[src/hw/rtl/block_pixelate_palette_quantize_assert.svh]
// Assertion macros shared by the pixelation block RTL.
// Expects clk and rst_n in the scope where a macro is used.
`ifndef BLOCK_PIXELATE_PALETTE_QUANTIZE_ASSERT_SVH
`define BLOCK_PIXELATE_PALETTE_QUANTIZE_ASSERT_SVH

// General property, checked outside reset.
`define BPPQ_ASSERT(lbl, prop, msg) \
  lbl: assert property (@(posedge clk) disable iff (!rst_n) prop) else $error(msg);

// Same-cycle implication, checked outside reset.
`define BPPQ_ASSERT_IMPL(lbl, ante, cons, msg) \
  lbl: assert property (@(posedge clk) disable iff (!rst_n) (ante) |-> (cons)) else $error(msg);

`endif

[src/hw/rtl/bppq_pkg.sv]
// Package for the pixelation / palette quantisation block.
// Shared types, defaults, register indices and arithmetic constants; no dependencies.
package bppq_pkg;

  localparam int DEF_PALETTE_DEPTH = 16;
  localparam int DEF_MAX_BLOCK     = 16;

  localparam int CFG_IDX_W = 3;
  localparam int CFG_DATA_W = 5;

  localparam logic [CFG_IDX_W-1:0] CFG_BLOCK_SIZE    = 3'd0;
  localparam logic [CFG_IDX_W-1:0] CFG_PALETTE_COUNT = 3'd1;
  localparam logic [CFG_IDX_W-1:0] CFG_QUANTIZE_EN   = 3'd2;
  localparam logic [CFG_IDX_W-1:0] CFG_GRAY_EN       = 3'd3;

  localparam logic [4:0] RST_BLOCK_SIZE    = 5'd3;
  localparam logic [4:0] RST_PALETTE_COUNT = 5'd16;

  localparam logic [10:0] DIST_START = 11'd2000;

  // floor(y/3) = (y*683) >> 11, exact for y <= 765
  localparam logic [9:0] GRAY_MUL   = 10'd683;
  localparam int         GRAY_SHIFT = 11;

  typedef struct packed {
    logic [7:0] r;
    logic [7:0] g;
    logic [7:0] b;
  } rgb_t;

  typedef struct packed {
    logic busy;
    logic done;
  } div_sts_t;

endpackage

[src/hw/rtl/bppq_div.sv]
// Three-lane restoring divider, one quotient bit per cycle, shared denominator.
// Depends on bppq_pkg and the assertion macro header.
`include "block_pixelate_palette_quantize_assert.svh"

module bppq_div import bppq_pkg::*; #(
  parameter int SUM_W  = 16,
  parameter int AREA_W = 9
) (
  input  logic                   clk,
  input  logic                   rst_n,
  input  logic                   start,
  input  logic [2:0][SUM_W-1:0]  num,
  input  logic [AREA_W-1:0]      den,
  output logic [2:0][SUM_W-1:0]  quot,
  output div_sts_t               sts
);

  localparam int STEP_W = $clog2(SUM_W + 1);

  logic [2:0][SUM_W-1:0]  acc_r, acc_nxt;
  logic [2:0][AREA_W-1:0] rem_r, rem_nxt;
  logic [AREA_W-1:0]      den_r;
  logic [STEP_W-1:0]      step_r;
  logic                   busy_r, done_r;

  always_comb begin
    logic [AREA_W:0] trial;
    logic [AREA_W:0] diff;
    for (int l = 0; l < 3; l++) begin
      trial = {rem_r[l], acc_r[l][SUM_W-1]};
      diff  = trial - {1'b0, den_r};
      if (trial >= {1'b0, den_r}) begin
        rem_nxt[l] = diff[AREA_W-1:0];
        acc_nxt[l] = {acc_r[l][SUM_W-2:0], 1'b1};
      end else begin
        rem_nxt[l] = trial[AREA_W-1:0];
        acc_nxt[l] = {acc_r[l][SUM_W-2:0], 1'b0};
      end
    end
  end

  always_ff @(posedge clk) begin
    if (!rst_n) begin
      busy_r <= 1'b0;
      done_r <= 1'b0;
      step_r <= '0;
    end else begin
      done_r <= 1'b0;
      if (start) begin
        busy_r <= 1'b1;
        step_r <= STEP_W'(SUM_W);
      end else if (busy_r) begin
        step_r <= step_r - STEP_W'(1);
        if (step_r == STEP_W'(1)) begin
          busy_r <= 1'b0;
          done_r <= 1'b1;
        end
      end
    end
  end

  always_ff @(posedge clk) begin
    if (start) begin
      acc_r <= num;
      rem_r <= '0;
      den_r <= den;
    end else if (busy_r) begin
      acc_r <= acc_nxt;
      rem_r <= rem_nxt;
    end
  end

  assign quot     = acc_r;
  assign sts.busy = busy_r;
  assign sts.done = done_r;

  `BPPQ_ASSERT_IMPL(a_start_when_idle, start, !busy_r, "divider started while busy")
  `BPPQ_ASSERT(a_done_after_busy, done_r |-> $past(busy_r), "divider done without a run")
  `BPPQ_ASSERT_IMPL(a_den_nonzero, busy_r, den_r != '0, "divider running on zero area")

endmodule

[src/hw/rtl/bppq_pal_mem.sv]
// Palette store: one write port, one read port, registered read data.
// Depends on bppq_pkg for the colour type.
module bppq_pal_mem import bppq_pkg::*; #(
  parameter int DEPTH = 16
) (
  input  logic                     clk,
  input  logic                     wr_en,
  input  logic [$clog2(DEPTH)-1:0] wr_addr,
  input  rgb_t                     wr_data,
  input  logic                     rd_en,
  input  logic [$clog2(DEPTH)-1:0] rd_addr,
  output rgb_t                     rd_data
);

  rgb_t mem [DEPTH];

  always_ff @(posedge clk) begin
    if (wr_en) begin
      mem[wr_addr] <= wr_data;
    end
  end

  always_ff @(posedge clk) begin
    if (rd_en) begin
      rd_data <= mem[rd_addr];
    end
  end

endmodule

[src/hw/rtl/block_pixelate_palette_quantize.sv]
// Block pixelation with optional nearest palette colour and grey output. Pixels and palette
// writes are taken only in idle. The last pixel of a block starts the divider (SUM_W = 16 by
// default); when quantising, palette_count entries (at least one, at most PALETTE_DEPTH) are then read.
// No new pixel is taken until the block's result has been loaded into the output register.
// Synchronous active-low reset clears sums, count, config, state and valid flags; palette and datapath undefined.
`include "block_pixelate_palette_quantize_assert.svh"

module block_pixelate_palette_quantize import bppq_pkg::*; #(
  parameter int PALETTE_DEPTH = DEF_PALETTE_DEPTH,
  parameter int MAX_BLOCK     = DEF_MAX_BLOCK
) (
  input  logic                  clk,
  input  logic                  rst_n,
  input  logic                  in_valid,
  output logic                  in_ready,
  input  logic                  in_req_type,
  input  logic [3:0]            in_palette_slot,
  input  logic [7:0]            in_red,
  input  logic [7:0]            in_green,
  input  logic [7:0]            in_blue,
  output logic                  out_valid,
  input  logic                  out_ready,
  output logic [7:0]            out_red,
  output logic [7:0]            out_green,
  output logic [7:0]            out_blue,
  output logic [3:0]            out_chosen_entry,
  input  logic                  cfg_valid,
  output logic                  cfg_ready,
  input  logic [CFG_IDX_W-1:0]  cfg_index,
  input  logic [CFG_DATA_W-1:0] cfg_data
);

  localparam int EDGE_W = ($clog2(MAX_BLOCK + 1) > 5) ? $clog2(MAX_BLOCK + 1) : 5;
  localparam int AREA_W = $clog2(MAX_BLOCK * MAX_BLOCK + 1);
  localparam int SUM_W  = $clog2(MAX_BLOCK * MAX_BLOCK * 255 + 1);
  localparam int IDX_W  = $clog2(PALETTE_DEPTH);
  localparam int PN_W   = ($clog2(PALETTE_DEPTH + 1) > 5) ? $clog2(PALETTE_DEPTH + 1) : 5;

  typedef enum logic [1:0] {S_IDLE, S_DIV, S_SEARCH, S_OUT} state_t;

  state_t state_r, state_nxt;

  logic [4:0] block_size_r, palette_count_r;
  logic       quantize_en_r, gray_en_r;

  logic [SUM_W-1:0]  sum_red_r, sum_green_r, sum_blue_r;
  logic [SUM_W-1:0]  sum_red_nxt, sum_green_nxt, sum_blue_nxt;
  logic [AREA_W-1:0] cnt_r, cnt_nxt;

  logic [EDGE_W-1:0]   blk_edge;
  logic [2*EDGE_W-1:0] area_full;
  logic [AREA_W-1:0]   area;
  logic [PN_W-1:0]     pal_n;

  logic in_fire, pix_fire, blk_done, pal_wr;

  logic [2:0][SUM_W-1:0] div_num, div_quot;
  div_sts_t              div_sts;

  rgb_t            mean_r, col_r, rd_data;
  logic [PN_W-1:0] srch_idx_r;
  logic [IDX_W-1:0] rd_idx_r, chosen_r;
  logic            rd_pend_r, issue;
  logic [10:0]     best_r;
  logic [9:0]      pal_dist;

  logic [9:0]  ysum;
  logic [19:0] yprod;
  logic [7:0]  gray_y;

  logic       out_valid_r;
  rgb_t       out_col_r;
  logic [3:0] out_chosen_r;

  function automatic logic [7:0] absdiff(input logic [7:0] a, input logic [7:0] b);
    return (a > b) ? (a - b) : (b - a);
  endfunction

  function automatic logic [7:0] sat8(input logic [SUM_W-1:0] q);
    return (q > SUM_W'(255)) ? 8'd255 : q[7:0];
  endfunction

  // configuration registers
  assign cfg_ready = 1'b1;

  always_ff @(posedge clk) begin
    if (!rst_n) begin
      block_size_r    <= RST_BLOCK_SIZE;
      palette_count_r <= RST_PALETTE_COUNT;
      quantize_en_r   <= 1'b0;
      gray_en_r       <= 1'b0;
    end else if (cfg_valid) begin
      case (cfg_index)
        CFG_BLOCK_SIZE:    block_size_r    <= cfg_data;
        CFG_PALETTE_COUNT: palette_count_r <= cfg_data;
        CFG_QUANTIZE_EN:   quantize_en_r   <= cfg_data[0];
        CFG_GRAY_EN:       gray_en_r       <= cfg_data[0];
        default: ;
      endcase
    end
  end

  // block geometry and search length
  always_comb begin
    blk_edge = EDGE_W'(block_size_r);
    if (block_size_r == 5'd0) begin
      blk_edge = EDGE_W'(1);
    end else if (blk_edge > EDGE_W'(MAX_BLOCK)) begin
      blk_edge = EDGE_W'(MAX_BLOCK);
    end
    pal_n = PN_W'(palette_count_r);
    if (palette_count_r == 5'd0) begin
      pal_n = PN_W'(1);
    end else if (pal_n > PN_W'(PALETTE_DEPTH)) begin
      pal_n = PN_W'(PALETTE_DEPTH);
    end
  end

  assign area_full = blk_edge * blk_edge;
  assign area      = area_full[AREA_W-1:0];

  // accumulation
  assign in_ready = (state_r == S_IDLE);
  assign in_fire  = in_valid && in_ready;
  assign pix_fire = in_fire && !in_req_type;
  assign pal_wr   = in_fire && in_req_type && (32'(in_palette_slot) < PALETTE_DEPTH);

  assign sum_red_nxt   = sum_red_r + SUM_W'(in_red);
  assign sum_green_nxt = sum_green_r + SUM_W'(in_green);
  assign sum_blue_nxt  = sum_blue_r + SUM_W'(in_blue);
  assign cnt_nxt       = cnt_r + AREA_W'(1);
  assign blk_done      = pix_fire && (cnt_nxt >= area);

  always_ff @(posedge clk) begin
    if (!rst_n) begin
      sum_red_r   <= '0;
      sum_green_r <= '0;
      sum_blue_r  <= '0;
      cnt_r       <= '0;
    end else if (pix_fire) begin
      if (blk_done) begin
        sum_red_r   <= '0;
        sum_green_r <= '0;
        sum_blue_r  <= '0;
        cnt_r       <= '0;
      end else begin
        sum_red_r   <= sum_red_nxt;
        sum_green_r <= sum_green_nxt;
        sum_blue_r  <= sum_blue_nxt;
        cnt_r       <= cnt_nxt;
      end
    end
  end

  assign div_num[0] = sum_red_nxt;
  assign div_num[1] = sum_green_nxt;
  assign div_num[2] = sum_blue_nxt;

  bppq_div #(
    .SUM_W  (SUM_W),
    .AREA_W (AREA_W)
  ) u_div (
    .clk   (clk),
    .rst_n (rst_n),
    .start (blk_done),
    .num   (div_num),
    .den   (area),
    .quot  (div_quot),
    .sts   (div_sts)
  );

  // palette search
  assign issue = (state_r == S_SEARCH) && (srch_idx_r < pal_n);

  bppq_pal_mem #(
    .DEPTH (PALETTE_DEPTH)
  ) u_pal (
    .clk     (clk),
    .wr_en   (pal_wr),
    .wr_addr (IDX_W'(in_palette_slot)),
    .wr_data ({in_red, in_green, in_blue}),
    .rd_en   (issue),
    .rd_addr (srch_idx_r[IDX_W-1:0]),
    .rd_data (rd_data)
  );

  assign pal_dist = 10'(absdiff(rd_data.r, mean_r.r)) + 10'(absdiff(rd_data.g, mean_r.g))
                  + 10'(absdiff(rd_data.b, mean_r.b));

  // grey conversion
  assign ysum   = 10'(col_r.r) + 10'(col_r.g) + 10'(col_r.b);
  assign yprod  = 20'(ysum) * 20'(GRAY_MUL);
  assign gray_y = 8'(yprod >> GRAY_SHIFT);

  always_comb begin
    state_nxt = state_r;
    case (state_r)
      S_IDLE:   if (blk_done) state_nxt = S_DIV;
      S_DIV: begin
        if (div_sts.done) begin
          state_nxt = quantize_en_r ? S_SEARCH : S_OUT;
        end
      end
      S_SEARCH: if (!issue && !rd_pend_r) state_nxt = S_OUT;
      S_OUT:    if (!out_valid_r || out_ready) state_nxt = S_IDLE;
      default:  state_nxt = S_IDLE;
    endcase
  end

  always_ff @(posedge clk) begin
    if (!rst_n) begin
      state_r      <= S_IDLE;
      rd_pend_r    <= 1'b0;
      out_valid_r  <= 1'b0;
      srch_idx_r   <= '0;
    end else begin
      state_r   <= state_nxt;
      rd_pend_r <= issue;
      if (issue) begin
        srch_idx_r <= srch_idx_r + PN_W'(1);
      end else if (state_r != S_SEARCH) begin
        srch_idx_r <= '0;
      end
      if (state_r == S_OUT && (!out_valid_r || out_ready)) begin
        out_valid_r  <= 1'b1;
        out_col_r    <= gray_en_r ? {gray_y, gray_y, gray_y} : col_r;
        out_chosen_r <= 4'(chosen_r);
      end else if (out_ready) begin
        out_valid_r <= 1'b0;
      end
    end
  end

  always_ff @(posedge clk) begin
    rd_idx_r <= srch_idx_r[IDX_W-1:0];
    if (state_r == S_DIV && div_sts.done) begin
      mean_r   <= {sat8(div_quot[0]), sat8(div_quot[1]), sat8(div_quot[2])};
      col_r    <= {sat8(div_quot[0]), sat8(div_quot[1]), sat8(div_quot[2])};
      best_r   <= DIST_START;
      chosen_r <= '0;
    end else if (rd_pend_r && (11'(pal_dist) < best_r)) begin
      best_r   <= 11'(pal_dist);
      chosen_r <= rd_idx_r;
      col_r    <= rd_data;
    end
  end

  assign out_valid        = out_valid_r;
  assign out_red          = out_col_r.r;
  assign out_green        = out_col_r.g;
  assign out_blue         = out_col_r.b;
  assign out_chosen_entry = out_chosen_r;

  `BPPQ_ASSERT_IMPL(a_div_done_in_div, div_sts.done, state_r == S_DIV, "divide ended outside S_DIV")
  `BPPQ_ASSERT_IMPL(a_read_in_search, rd_pend_r, state_r == S_SEARCH, "palette read outside search")
  `BPPQ_ASSERT_IMPL(a_no_accept_busy, div_sts.busy, !in_ready, "transaction taken while dividing")
  `BPPQ_ASSERT(a_out_from_final, $rose(out_valid_r) |-> $past(state_r == S_OUT), "result not from S_OUT")

endmodule
[config.mk]
export PLATFORM = sky130hd
export DESIGN_NAME = block_pixelate_palette_quantize
export DESIGN_NICKNAME = d
export VERILOG_FILES = /design/src/hw/rtl/bppq_pkg.sv /design/src/hw/rtl/bppq_div.sv /design/src/hw/rtl/bppq_pal_mem.sv /design/src/hw/rtl/block_pixelate_palette_quantize.sv
export VERILOG_INCLUDE_DIRS = /design/src /design/src/hw/rtl
export SDC_FILE = /design/constraint.sdc
export NUM_CORES = 1
export LEC_CHECK = 0
export ABC_AREA = 0
export BUFFER_PORTS_ARGS = -buffer_cell sky130_fd_sc_hd__buf_2
export CORE_MARGIN = 2
export CORE_UTILIZATION = 45
export CTS_CLUSTER_SIZE = 16
export DETAILED_ROUTE_END_ITERATION = 8
export GPL_ROUTABILITY_DRIVEN = 1
export GPL_TIMING_DRIVEN = 1
export PLACE_DENSITY_LB_ADDON = 0.25
export SYNTH_ARGS = -nofsm -noshare
export SYNTH_HDL_FRONTEND = slang
export SYNTH_SLANG_ARGS = --single-unit
[constraint.sdc]
create_clock -name clk -period 11 [get_ports clk]
set_clock_uncertainty 0.2 [all_clocks]
set_input_delay 3.3 -clock clk [delete_from_list [all_inputs] [get_ports clk]]
set_output_delay 3.3 -clock clk [all_outputs]
set_load 0.03 [all_outputs]
# Word-level counts from Yosys, hierarchy flattened
# Memories as Yosys holds them, arrays and structs flattened. A register that Yosys moved wholly into a read port is not among the register bits.
# Index checks and enable logic that the tools add are counted.
# op_classes
addsub	19
mul	2
magnitude_cmp	14
eq_ne	12
n_mux	43
bitwise	2
n_reduce_logical	30
# ops
op	count
$mux W48	2
$mux W24	3
$add A16 B8 Y16	3
$gt A16 B8 Y1 const B	3
$mux W16	3
$mux W8	6
$sub A8 B8 Y8	6
$mux W5	8
$mux W9	4
$ge A10 B9 Y1	3
$sub A9 B9 Y9	3
$gt A8 B8 Y1	3
$add A9 B8 Y10	2
$mul A10 B10 Y19 const B	1
$add A8 B8 Y9	2
$mux W1	12
$lt A10 B11 Y1	1
$gt A5 B5 Y1 const B	2
$logic_not A5 Y1	2
$reduce_and A2 Y1	5
$add A9 B1 Y9 const B	1
$ge A9 B9 Y1	1
$logic_and A1 B1 Y1	9
$mul A5 B5 Y9	1
other kinds (21)	36
# word_totals
register_bits	264
ramBits	384
in_bits	42
word_cells	159
mem_count	1
# mem_list
name	words	word_bits	read_ports	rd_ports_with_merged_regs	wr	line	rtl
u_pal.mem	16	24	1	1	1	bppq_pal_mem.sv:15	rgb_t mem [DEPTH];

# Logic depth before layout (Yosys ltp)
# depth
word_depth	9
ltp_mapped	28
ltp_nobuf	27

# By module
# From an unflattened synthesis, not the netlist that was laid out.
# unflattened
cells_unflattened	2517
hier_area_um2	33734.9
# by_module_without_submodules
module	n_inst	cells_per_inst	area_per_inst_um2
bppq_pal_mem	1	636	15170.8
block_pixelate_palette_quantize	1	1458	13623.1
bppq_div	1	423	4941.0

# Least setup slack after synthesis
# Ideal clock, no wire load.
# synth_timing
kind	reg2reg
startpoint	register col_r[2] in the netlist's numbering
endpoint	register out_col_r (netlist bit out_green[6]), data pin
setup_ns	0.268
t_arrival_ns	6.057
t_required_ns	10.532
setup_slack_ns	4.475
stages_incl_launch_ff	24
cell_sequence	edfxtp_1 > fa_1 > ha_1 > a21o_1 > a21oi_1 > nor2b_1 > o21ai_0 > a21oi_1 > xor2_1 > inv_1 > ha_1 > ha_1 > fa_1 > inv_1 > fa_1 > fa_1 > inv_1 > ha_1 > a211o_1 > nor4_1 > nor3_1 > or4_1 > nand3_1 > o21ai_0
# synth_between
elab_chain_len	3
# synth_lines
item	line	rtl
start, declared	block_pixelate_palette_quantize.sv:60	rgb_t mean_r, col_r, rd_data;
start signal, assigned	block_pixelate_palette_quantize.sv:238	col_r <= {sat8(div_quot[0]), sat8(div_quot[1]), sat8(div_quot[2])};
start signal, assigned	block_pixelate_palette_quantize.sv:244	col_r <= rd_data;
$add A9 B8 Y10	block_pixelate_palette_quantize.sv:191	assign ysum = 10'(col_r.r) + 10'(col_r.g) + 10'(col_r.b);
$mul A10 B10 Y19	block_pixelate_palette_quantize.sv:192	assign yprod = 20'(ysum) * 20'(GRAY_MUL);
$mux W24	block_pixelate_palette_quantize.sv:226	out_col_r <= gray_en_r ? {gray_y, gray_y, gray_y} : col_r;
end signal, assigned	block_pixelate_palette_quantize.sv:226	
end, declared	block_pixelate_palette_quantize.sv:72	rgb_t out_col_r;
# No other way between the ends.
# A chain may end at the register's enable or synchronous reset.

# Worst setup path in the final report
# layout_timing
startpoint	register, netlist name u_pal.rd_data[16]
endpoint	register col_r[15] in the netlist's numbering, enable pin
# layout_between
elab_chain_len	7
elab_cells_between_ends	9
# layout_lines
item	line	rtl
$sub A8 B8 Y8 / $gt A8 B8 Y1 (equally long branches)	block_pixelate_palette_quantize.sv:76	return (a > b) ? (a - b) : (b - a);
$mux W8 (*)	block_pixelate_palette_quantize.sv:76	
$add A8 B8 Y9 (*)	block_pixelate_palette_quantize.sv:187	assign pal_dist = 10'(absdiff(rd_data.r, mean_r.r)) + 10'(absdiff(rd_data.g, mean_r.g))
$add A9 B8 Y10 (*)	block_pixelate_palette_quantize.sv:188	+ 10'(absdiff(rd_data.b, mean_r.b));
named net pal_dist[7]	block_pixelate_palette_quantize.sv:65	logic [9:0] pal_dist;
$lt A10 B11 Y1 (*)	block_pixelate_palette_quantize.sv:241	end else if (rd_pend_r && (11'(pal_dist) < best_r)) begin
$logic_and A1 B1 Y1 (*)	block_pixelate_palette_quantize.sv:241	
$reduce_bool A2 Y1 (no line) (*)	n/a	
# Mark *: on every way through the listed nets, which the timed path passes. The rest lies on a longest branch.

==> flow_summary.toml <==
[worst_setup_path]
startpoint_type = "register"
crit_slowest_cell = "nand2_1"
cp-end-kind = "register"
crit_type = "reg -> reg"
cp_max_fo = 24
max_stage_delay_ps = 860
crit_required_ps = 10920
crit_arrival_ps = 7380

[place]
numPortBuffers = 71
dp_hpwl_um = 52300
gp_congestion = 0.880
place_area_um2 = 35200

[timing]
hold-worst-slack_ps = 255
min_period_ps = 7450
rsz0062_at_grt = "no"
fin_crit_sh_pct = 67.8
tns_ps = 0
worstMarginPinSlew_ps = 1110
hold_viol = 0
max_slew_margin_pct = 25.9
maxSlewViolCount = 0
clock.fmax_mhz = 134
setup-violations-final = 0

[cells_and_area]
syn2layout_area_growth_pct = 11.5
fin_util_pct = 50.5
final_nets = 2962
design_area_um2 = 37500
diodes = 0
drive_gt1_share_pct = 15.2

[synth]
synth_ff_type = "edfxtp_1"
netlist_instances = 2569
yosys.area_share.simple_pct = 7.96
yosys-top-cells-count = "edfxtp_1 (540), ha_1 (209), inv_1 (199)"
synth.area.top_cells = "edfxtp_1 (48%), mux4_2 (8.0%), dfxtp_1 (7.8%)"
synth_top_family_by_area = "adder cells"
synthXorXnorAreaFrac_pct = 2.89
synth.most_common_cell = "edfxtp_1"
muxShareOfSynthArea_pct = 10.2
yosysTopAreaCellShare_pct = 48.2
synthesis.area_um2 = 33600
synthArstFlopShare_pct = 0
ys_types = 73
synth_edf_count = 540
syn_area_per_cell_um2 = 13.1
synth_compound_area_share_pct = 8.71
yosysSeqAreaShare_pct = 56.0
synth_adder_area_share_pct = 10.8
synth.largest_area_cell = "edfxtp_1"
ys_warn_count = 0
ys_seq_elements = 671

[clock_network]
holdBufCountCts = 0
cts_buffer_depth = 3
post_cts_buffers = 0
post_cts_resize_count = 0
numCtsBuffers = 75
clk_latency_ps = 630
clkTransAtPathRegs_ps = 60
htree_levels = 3
cts-root-buf = "clkbuf_16"
cts_sinks = 671
cts_tree = "yes"

[pwr]
power.density_nw_per_um2 = 181
ir_drop_v = 0.000125
p_leak_uw = 0.0140

[route]
dr.first_iter.drc_count = 1645
drcViolationCount = 0
drtAntennaViolNets = 0
routed-via-count = 20703
avgViaCountPerCell = 5.62
routedWlPerCell_um = 21.3
dr.pass1.iters = 5
wirelength_um = 78500

[grt]
use_met2_pct = 35.1
grt_pass1_vias = 21105
grt.busiest_layer = "met2"
antenna_found_initial = 4
grt_pass1_wl_um = 122000
use_met3_pct = 3.04
grt_max_degree = 75
use_met1_pct = 27.2
gr-usage-all-layers_pct = 20.5
grt-ovfl-total = 0

[floorplan]
die_h_um = 277
start_util_pct = 45.3
top_level_ports = 73
rows = 100
dieArea_um2 = 76900
die_w_um = 277
core_area_um2 = 74200

[run]
drv_cap = 0

[outcome]
status = "finished, final reports clean"

[hold_path]
hp-class = "reg -> reg"
## cells by family after synthesis
family                     after synthesis
adders and majority gates              260
buffers and inverters                  293
AOI/OAI and AO/OA                      473
and+or+nand+nor                        568
DFF                                    671
muxes                                  191
xor gates and xnor gates               111
other                                    2
## path summary, 6_finish.rpt
kind	start	to	slack [ps]	cells past startpoint
max	u_pal.rd_data[16]	col_r[15]	3550	26
max reg2reg	u_pal.rd_data[16]	col_r[15]	3550	26
min	chosen_r[3]	out_chosen_entry[3]	260	0
min reg2reg	chosen_r[3]	out_chosen_entry[3]	260	0
## through the flow
stage,power (uW),std cells,worst slack [ps]
3_3_place_gp,4400,3552,3680
2_1_floorplan,4070,2571,4480
4_1_cts,6850,3687,3500
3_5_place_dp,4450,3552,3550
5_1_grt,7160,3687,2950
6_report,6800,3687,3550
## critical path: cells and delay by family (launching register included)
family | cells | cell delay [ps]
compound gates | 14 | 3120
fa+ha+maj | 5 | 1580
simple gates | 2 | 950
flops | 1 | 390
mux | 1 | 350
xor+xnor | 1 | 180
buf+inv | 3 | 170
## area by class of cell
class	instances	area (um2)
clock buffer	92	1960
clock inverter	43	379
fill	6311	36700
inverter	201	754
multi-input combinational	1607	13700
sequential	671	18800
tap	969	1210
timing repair buffer	104	603
## registers in the layout, indices dropped and copies added (netlist names), 24 cells and up
name and cells:
u_div.rem_r 27, mean_r 24, col_r 24, u_pal.rd_data 24, u_pal.mem 384, u_div.quot 48
## where the power goes
part	internal [uW]	switching (uW)
Combinational	604	873
Clock	1370	1020
Sequential	2850	71.3
## cells in the final DEF (no fill, tap or decap), types with 11 or more instances in the layout
master     count
nand2b_1      11
and2_1        12
xor2_1        47
nand2_1      189
a21o_1        26
clkbuf_1      15
nor2b_1       22
nand4_1       15
clkbuf_16     75
a211oi_1      13
fa_1          51
clkinv_1      15
o21ai_0      163
nor2_2        13
or2_2         26
a21oi_1      128
mux2_2        11
mux4_2       120
mux2i_1       58
o21a_1        22
a31oi_1       24
o21bai_1      13
dfxtp_1      127
nand3_1       38
nor3_1        41
nor2_1       123
and3_1        11
edfxtp_1     540
buf_4         33
nor4_1        13
buf_2         71
clkinv_2      14
inv_1        199
xnor2_1       64
or3_1         17
ha_1         209
## per-layer routing
layer	wire, um	part of all wire (%)
met1	33500	43
met2	39100	50
met3	4250	5.4
met4	1570	2.0
met5	7	0.0089
(Power assumes the default switching activity.)
